<file path="config.mk">
export PLATFORM = sky130hd
export DESIGN_NAME = pga_front
export DESIGN_NICKNAME = d
export VERILOG_FILES = /design/src/design/pga_pkg.sv /design/src/design/pga_front.sv
export SDC_FILE = /design/constraint.sdc
export NUM_CORES = 1
export LEC_CHECK = 0
export ABC_AREA = 1
export BUFFER_PORTS_ARGS = -buffer_cell sky130_fd_sc_hd__clkbuf_2
export CAP_MARGIN = 40
export CORE_MARGIN = 2
export CORE_UTILIZATION = 31
export DETAILED_ROUTE_END_ITERATION = 10
export GPL_TIMING_DRIVEN = 0
export PLACE_DENSITY = 0.57
export RECOVER_POWER = 25
export SLEW_MARGIN = 20
export SYNTH_ARGS = -nofsm -noshare
export SYNTH_HDL_FRONTEND = slang
export SYNTH_SLANG_ARGS = --single-unit
</file>
<file path="constraint.sdc">
create_clock -name vclk -period 4.85
set_input_delay 0.2425 -clock vclk [all_inputs]
set_output_delay 0.2425 -clock vclk [all_outputs]
set_load 0.03 [all_outputs]
</file>
<file path="src/design/pga_pkg.sv">
`timescale 1ns / 1ps
// ----------------------------------------------------------------------------
// pga_pkg
// Shared types and constants for the prime gap extremes block.
// ----------------------------------------------------------------------------
package pga_pkg;

  localparam int unsigned SegmentSize = 1048576;
  localparam int unsigned BaseLimit   = 46340;
  localparam int unsigned FieldW      = 31;

  typedef enum logic [1:0] {
    STATUS_PAIRS   = 2'd0,
    STATUS_FEW     = 2'd1,
    STATUS_INVALID = 2'd2
  } status_e;

  // one classified query as it travels from front to back
  typedef struct packed {
    logic [FieldW-1:0] low;
    logic [FieldW-1:0] high;
    logic              invalid;
  } query_t;

endpackage

</file>
<file path="src/design/pga_front.sv">
`timescale 1ns / 1ps
// ----------------------------------------------------------------------------
// pga_front
// Accepts queries and classifies them as valid or invalid ranges.
// ----------------------------------------------------------------------------
module pga_front #(
  parameter int unsigned SEGMENT_SIZE = pga_pkg::SegmentSize
) (
  input  logic                        in_valid_i,
  output logic                        in_stall_o,
  input  logic [pga_pkg::FieldW-1:0]  range_low_i,
  input  logic [pga_pkg::FieldW-1:0]  range_high_i,
  output logic                        push_o,
  input  logic                        full_i,
  output pga_pkg::query_t             query_o
);

  logic [31:0] len;

  // range length and classification
  assign len = {1'b0, range_high_i} - {1'b0, range_low_i} + 32'd1;

  assign in_stall_o       = full_i;
  assign push_o           = in_valid_i && !full_i;
  assign query_o.low      = range_low_i;
  assign query_o.high     = range_high_i;
  assign query_o.invalid  = (range_high_i < range_low_i) || (len > 32'(SEGMENT_SIZE));

endmodule

</file>
==> metrics.md <==
| Metric | Value |
|---|---|
| Crit start category | input pin |
| Commonest non-fill, non-tap cells in the layout | nand2_1 (208), inv_1 (161), clkbuf_2 (113) |
| Synth Warn # | 0 |
| Clock buf count | 0 |
| Dpl hpwl | approximately 9.4 mm |
| Global-route wire length before repair | 17.22 mm |
| Gr ovfl total | 0 |
| Seq_cells | 0 |
| Critical Path AT | around 3.0 ns |
| Via-to-Cell Ratio | 4.209 |
| Filler instances | ~1500 |
| Post CTS Setup Buffer Count | 0 |
| Total Routing Usage GR | 0.1412 |
| Compound-Gate Fraction of Synth Area | 0.07351 |
| Post_cts resized | 0 |
| Max-slew violations | 0 |
| Chip Width | 119.3 um |
| Sequential share of power | 0 |
| Mapped cell area | roughly 4100 um2 |
| Critical path fanouts, max | 4 |
| Post-Layout Cell Count | between 1000 and 1500 |
| Status | finished, final reports clean |
| N_diodes | 0 |
| Peak supply drop | 47.49 uV |
| Endpoints failing setup | 0 |
| Row count | 42 |
| Internal cell power | 0.0002374 W |
| Synth Net Count | 876 |
| Simple-gate area share of the yosys netlist | 0.3736 |
| Full die area | 14230 um2 |
| Syn Area/Cell | 5.612 um2 |
| Wirelength per Cell | 9.651 um |
| Crit path time final | 3.192 ns |
| CP Capture Type | output port |
| Main combinational cell family by area after synthesis | simple AND/OR/NAND/NOR gates |
| Drt first pass iters | 5 |
| Ports | around 130 |
| Initial DRC count | 167 |
| GP Congestion | about 0.91 |
| Nets@finish | 1007 |
| Sequential cell area | 0 um2 |
| Initial core utilization | 0.3148 |
| Seq/Total Area, Yosys | 0 |
| Worst slew margin | 0.7559 |
| Combinational Power Share | 1.000 |
| Adder-Cell Fraction of Synth Area | 0.2643 |
| Power density over the cells | 129.9 nW/um2 |
| Final TNS setup | 0 ns |
| Vias | 4373 |
| RSZ-0062 raised after global routing | no |
| Vias in the first global route | 4026 |
| Hold Crit Class | in2out |
| Tcrit/Tclk final | 0.6582 |
| Critical Path RT | 4.61 ns |
| Cells after Synth | 734 |
| Core region area | 13090 um2 |
| Slew @ Worst Pin | roughly 0.36 ns |
| DR DRC count | 0 |
| Largest net degree at the start of global routing | 7 |
| Post-synthesis cell type count | 30 |
| Lkg Pwr | between 3 and 4 nW |
| Mux cell area share after synthesis | 0 |
| Switching share of total power | 0.6320 |
| Share of cells above drive strength 1 | 0.2630 |
| Post-Place Cells | about 1000 |
| Fmax | about 310 MHz |
| Crit path kind | in2out |
| Hold buffer count at CTS | 0 |
| Commonest non-fill, non-tap cell in the layout | nand2_1 |
| Switch Pwr | 0.0004077 W |
| Die H | around 120 um |
| Final WS setup | 1.658 ns |
| Layout overhead on the synthesized area | 20.53% |
| Max Cap Viol | 0 |
| Synth Area in XOR/XNOR | 0.01063 |
| Fin. Hold Viols | 0 |
| Worst slack, placed | 1.690 ns |
| IO Port Bufs | 129 |
| Initial antenna violation count | 0 |
| Remaining antenna violation count | 0 |
| Clock power frac | 0 |
| Total wire length | 10.03 mm |
-- critical path: stages --
cell and delay, ns:
clkbuf_2 0.10, inv_1 0.04, ha_1 0.27, inv_1 0.07, ha_1 0.23, inv_1 0.08, fa_1 0.40, inv_1 0.07
nand2_1 0.05, nand2_2 0.08, nand2_1 0.08, inv_2 0.07, nand2_1 0.06, nand3_1 0.18, nand2_1 0.11, nand3_1 0.08
nand2_1 0.05, nor2_1 0.13, nand3_1 0.09, nor2_1 0.13, nand3_1 0.11, clkbuf_2 0.20
-- cells in the mapped netlist (3+ instances only) --
library cell	number	share of area
nand2_1	208	0.19
nor2_1	61	0.056
nand3_1	44	0.053
fa_1	15	0.073
xor2_1	5	0.011
nand3b_1	3	0.0055
inv_2	18	0.016
nor3_1	4	0.0049
nor2_2	13	0.020
inv_1	161	0.15
buf_4	63	0.11
o21ai_0	6	0.0073
o31ai_1	3	0.0055
a21oi_1	23	0.028
ha_1	63	0.19
o21bai_1	9	0.016
nand4_1	6	0.0091
nand2_2	11	0.017
a21oi_2	4	0.0085
-- area by class of cell --
| class | instances | area [um2] | area share |
|---|---|---|---|
| Timing Repair Buffer | 129 | 625.6 | 0.1260 |
| Multi-Input combinational cell | 492 | 2974 | 0.5990 |
| Buffer | 63 | 473.0 | 0.09526 |
| Inverter | 179 | 671.9 | 0.1353 |
| Tap cell | 176 | 220.2 | 0.04435 |
-- routing by layer --
metal  vias up  wire length, um  GRT usage
li1       2430                -          -
met2        83             4525     0.2460
met5         -                0          0
met1      1860             5130     0.2049
met3         0              371  0.0009579
met4         0                0   0.007440
-- through the flow --
stage | power [W] | hold WS, ns | area [um2] | utilization
floorplan | 0.0004831 | 0.5968 | 4119 | -
global placement | 0.0006493 | 0.7770 | 4985 | 0.3810
finish | 0.0006451 | 0.7767 | 4965 | 0.3794
CTS | 0.0006525 | 0.7809 | 4985 | 0.3810
global route | 0.0007329 | 0.7922 | 4965 | 0.3794
detailed placement | 0.0006490 | 0.7783 | 4985 | 0.3810
-- kinds of logic after synthesis --
logic type	count (synthesis)
AOI/OAI and AO/OA	50
xor gates and xnor gates	5
adders and majority gates	78
buffers and inverters	242
and+or+nand+nor	359
-- power by group through the flow --
stage / combinational [W] / clock, W / sequential (W)
5_1_grt: 0.000733 / 0 / 0
3_5_place_dp: 0.000649 / 0 / 0
4_1_cts: 0.000652 / 0 / 0
2_1_floorplan: 0.000483 / 0 / 0
6_report: 0.000645 / 0 / 0
3_3_place_gp: 0.000649 / 0 / 0
-- final timing paths --
| check | start | endpoint | slack, ns | cells past startpoint |
|---|---|---|---|---|
| hold / removal | full_i | push_o | 0.78 | 3 |
| setup / recovery | range_low_i[1] | query_o[0] | 1.66 | 22 |
No activity file was read; power rests on OpenSTA's default activity.
