===== src/design/pga_pkg.sv =====
`timescale 1ns / 1ps
// ----------------------------------------------------------------------------
// pga_pkg
// Shared types and constants for the prime gap extremes block.
// ----------------------------------------------------------------------------
package pga_pkg;

  localparam int unsigned SegmentSize = 1048576;
  localparam int unsigned BaseLimit   = 46340;
  localparam int unsigned FieldW      = 31;

  typedef enum logic [1:0] {
    STATUS_PAIRS   = 2'd0,
    STATUS_FEW     = 2'd1,
    STATUS_INVALID = 2'd2
  } status_e;

  // one classified query as it travels from front to back
  typedef struct packed {
    logic [FieldW-1:0] low;
    logic [FieldW-1:0] high;
    logic              invalid;
  } query_t;

endpackage


===== src/design/pga_queue.sv =====
`timescale 1ns / 1ps
// ----------------------------------------------------------------------------
// pga_queue
// Two-entry queue of classified queries between front and back.
// ----------------------------------------------------------------------------
module pga_queue (
  input  logic            clk_i,
  input  logic            rst_ni,
  input  logic            push_i,
  input  pga_pkg::query_t push_data_i,
  output logic            full_o,
  input  logic            pop_i,
  output logic            pop_valid_o,
  output pga_pkg::query_t pop_data_o
);

  pga_pkg::query_t entry_q [2];
  logic            wptr_q, wptr_d;
  logic            rptr_q, rptr_d;
  logic [1:0]      cnt_q, cnt_d;

  assign full_o      = (cnt_q == 2'd2);
  assign pop_valid_o = (cnt_q != 2'd0);
  assign pop_data_o  = entry_q[rptr_q];

  // pointer and fill count
  always_comb begin
    wptr_d = wptr_q;
    rptr_d = rptr_q;
    cnt_d  = cnt_q;
    if (push_i) begin
      wptr_d = !wptr_q;
    end
    if (pop_i) begin
      rptr_d = !rptr_q;
    end
    cnt_d = cnt_q + {1'b0, push_i} - {1'b0, pop_i};
  end

  always_ff @(posedge clk_i or negedge rst_ni) begin
    if (!rst_ni) begin
      wptr_q <= 1'b0;
      rptr_q <= 1'b0;
      cnt_q  <= 2'd0;
    end else begin
      wptr_q <= wptr_d;
      rptr_q <= rptr_d;
      cnt_q  <= cnt_d;
    end
  end

  // entry storage
  always_ff @(posedge clk_i) begin
    if (push_i) begin
      entry_q[wptr_q] <= push_data_i;
    end
  end

endmodule


===== config.mk =====
export PLATFORM = sky130hd
export DESIGN_NAME = pga_queue
export DESIGN_NICKNAME = d
export VERILOG_FILES = /design/src/design/pga_pkg.sv /design/src/design/pga_queue.sv
export SDC_FILE = /design/constraint.sdc
export NUM_CORES = 1
export LEC_CHECK = 0
export BUFFER_PORTS_ARGS = -buffer_cell sky130_fd_sc_hd__buf_2
export CAP_MARGIN = 0
export CORE_ASPECT_RATIO = 0.6
export CORE_MARGIN = 4
export CORE_UTILIZATION = 30
export DETAILED_ROUTE_END_ITERATION = 12
export PLACE_DENSITY = 0.61
export SYNTH_ARGS = -nofsm -noshare
export SYNTH_HDL_FRONTEND = slang
export SYNTH_SLANG_ARGS = --single-unit

===== constraint.sdc =====
create_clock -name clk_i -period 4.7 [get_ports clk_i]
set_input_delay 0.94 -clock clk_i [delete_from_list [all_inputs] [get_ports clk_i]]
set_output_delay 0.94 -clock clk_i [all_outputs]
set_load 0.02 [all_outputs]

==> summary.md <==
| Metric | Value |
|---|---|
| Status | `finished clean` |
| First-pass GRT wire length | `13490 um` |
| Max Cap Viol | `0` |
| Crit path kind | `reg2out` |
| Root Buffer | `clkbuf_16` |
| Top post-synthesis cells by area | `edfxtp_1 75%, mux2_4 18%, buf_12 2.4%, dfrtp_1 2.0%, mux2_2 0.89%` |
| PostCTS Resize Cnt | `0` |
| Htree depth | `4` |
| Global Route Usage Sum | `9.432%` |
| Grt total ovfl | `0` |
| CORE AREA | `0.01635 mm2` |
| Antenna Nets Post-Route | `0` |
| CTS Buf Count | `17` |
| Num ports | `132` |
| DRC viols | `0` |
| Fin. Hold Viols | `0` |
| Number of global-route vias before repair | `2581` |
| Setup bufs post-CTS | `0` |
| Share of the synthesized area in the top cell type | `75.00%` |
| Mean Syn Cell Area | `23.91 um2` |
| Drt pass-1 iters | `6` |
| Req. time, crit path | `3760 ps` |
| Slowest CP cell | `dfrtp_4` |
| Clock sinks | `130` |
| Critical Path End Type | `primary output` |
| Arr. time, crit path | `2230 ps` |
| Reg2reg end | `entry_q[0][34]` |
| Sequential share of power | `40.4%` |
| Synthesis-to-layout area growth | `28.77%` |
| IO buf count | `131` |
| GP Congestion | `0.6794` |
| Max VDD drop | `0.0002929 V` |
| Die Wd | `175.4 um` |
| Die Span Y | `108.4 um` |
| Vias | `2371` |
| Proportion of layout cells with a drive suffix above 1 | `61.96%` |
| Later-pin clock latency in the skew report | `400 ps` |
| Setup TNS | `0 ps` |
| Asr flop ratio synth | `3.077%` |
| Worst reg-to-reg setup slack | `2980 ps` |
| Highest clock rate | `0.3150 GHz` |
| Ys flop type | `edfxtp_1` |
| Sw power | `1.288 mW` |
| Drt total wl | `9015 um` |
| WL per Instance | `15.13 um` |
| Crit-path leading delay family | `flip-flops` |
| Largest net degree at the start of global routing | `65` |
| Most common cell in the netlist | `edfxtp_1` |
| Sequential-to-total area share from yosys stat | `76.98%` |
| Worst-Margin Slew | `1207 ps` |
| Row cnt | `36` |
| Initial Utilization | `30.85%` |
| Leakage | `2.605 nW` |
| Max_slew headroom | `19.54%` |
| CP Cell Sequence | `mux2_2, buf_2` |
| CTS tree | `done` |
| Cell taking the most area after synthesis | `edfxtp_1` |
| Fin worst setup slack | `1526 ps` |
| Clock buffer depth | `2` |
| Final period util | `67.54%` |
| Die area | `0.01902 mm2` |
| Cell count after synthesis | `211` |
| Worst-path fanout max | `64` |
| Number of synthesized flops with an enable pin | `126` |
| Number of synthesized register bits | `130` |
| Final setup viols | `0` |
| Syn Nets | `280` |
| WHS | `342.1 ps` |
| Comb power frac | `28.3%` |
| Post-layout nets | `425` |
| Distinct cells, synth | `13` |
| Largest stage delay on the critical path | `1220 ps` |
| R2R cell count | `2` |
| 1st-iter DRT viols | `101` |
| Post-DP HPWL | `5764 um` |
| Pins over their slew limit | `0` |
| Warnings, synthesis | `0` |
| Number of antenna diodes | `0` |
| Worst reg2reg path startpoint | `wptr_q` |
| Synthesized cell area | `0.005045 mm2` |
| Via-per-instance ratio | `3.978` |
| Worst Path Buf+Inv | `1` |
| CTS clk-pin slew, worst paths | `50 ps` |
| Clock skew | `5.997 ps` |
| Power Density | `665.9 mW/mm2` |
| Power Internal | `3.038 mW` |
| Switching Share | `29.76%` |
| Hold Crit Class | `in2async` |
| Initial antenna violation count | `1` |
| Dpl ws | `1910 ps` |
| Crit path launch type | `register` |
| Unrepaired setup endpoints after global routing | `false` |
| Share of total power in the clock network | `31.3%` |
| Most frequent cells after synthesis | `126 x edfxtp_1, 59 x mux2_4, 6 x buf_12` |
| CTS hold repair buffers | `0` |
| Crit path time final | `3174 ps` |
per-stage QoR:
step	power (mW)	area, um2	std cells	util (%)
2_1_floorplan	2.740	5045	211	-
3_3_place_gp	3.010	5883	565	35.98
3_5_place_dp	3.029	5883	565	35.98
4_1_cts	4.404	6496	596	39.73
5_1_grt	4.538	6496	596	39.73
6_report	4.326	6496	596	39.73
kinds of logic after synthesis:
group                    Yosys count  share of synthesized area [%]
flip-flops                       130                          76.98
multiplexers                      63                          18.45
XOR/XNOR                           3                         0.8185
buffers and inverters              9                          2.753
adder cells (fa/ha/maj)            2                         0.4960
AND/OR/NAND/NOR                    4                         0.4962
power groups by stage:
stage                     registers (mW)  clock network (mW)  logic [mW]
after floorplan                     1.62                   0        1.12
after global placement              1.77                   0        1.24
after detailed placement            1.79                   0        1.24
after CTS                           1.76                1.40        1.25
after global routing                1.78                1.45        1.30
final                               1.75                1.35        1.22
worst max-delay path by stage:
stage                         end  slack, ps  startpoint  depth (start not counted)
global route        pop_data_o[2]       1390      rptr_q                          2
detailed placement  pop_data_o[2]       1910      rptr_q                          2
finish              pop_data_o[1]       1530      rptr_q                          2
CTS                 pop_data_o[1]       1460      rptr_q                          2
global placement    pop_data_o[2]       1910      rptr_q                          2
floorplan           entry_q[0][0]        500      push_i                          1
cell usage in the layout (no fill, tap or decap), drive strengths merged:
| master | instances |
|---|---|
| or2 | 1 |
| clkinvlp | 4 |
| mux2 | 63 |
| dfrtp | 4 |
| bufinv | 4 |
| buf | 133 |
| and2 | 1 |
| inv | 4 |
| xor2 | 2 |
| edfxtp | 126 |
| ha | 2 |
| clkinv | 4 |
| nor2b | 2 |
| xor3 | 1 |
| clkbuf | 17 |
layer usage:
layer  GRT usage [%]  vias to the layer above  part of all wire (%)
met4           3.003                        2                  0.34
met2           14.97                       83                    47
li1                -                     1121                     -
met5               0                        -                  0.14
met1           11.16                     1159                    44
met3           5.031                        6                   8.4
cell type report:
cell class / instances / area, um2
clock buffer: 17 / 425.4
clock inverter: 14 / 187.7
fill: 1497 / 9854
inverter: 2 / 7.507
multi-input combinational: 72 / 1032
sequential: 130 / 3887
tap: 228 / 285.3
timing repair buffer: 133 / 670.6
worst register-to-register path, delay by kind of cell, from the launching register on:
kind | cells | cell delay [ps]
buf+inv | 1 | 450
flops | 1 | 420
simple gates | 1 | 480
flip-flops by register name (all words and copies together), names as in the netlist:
signal / flops
rptr_q: 1
entry_q: 126
wptr_q: 1
cnt_q: 2
No activity file was read; power rests on OpenSTA's default activity.
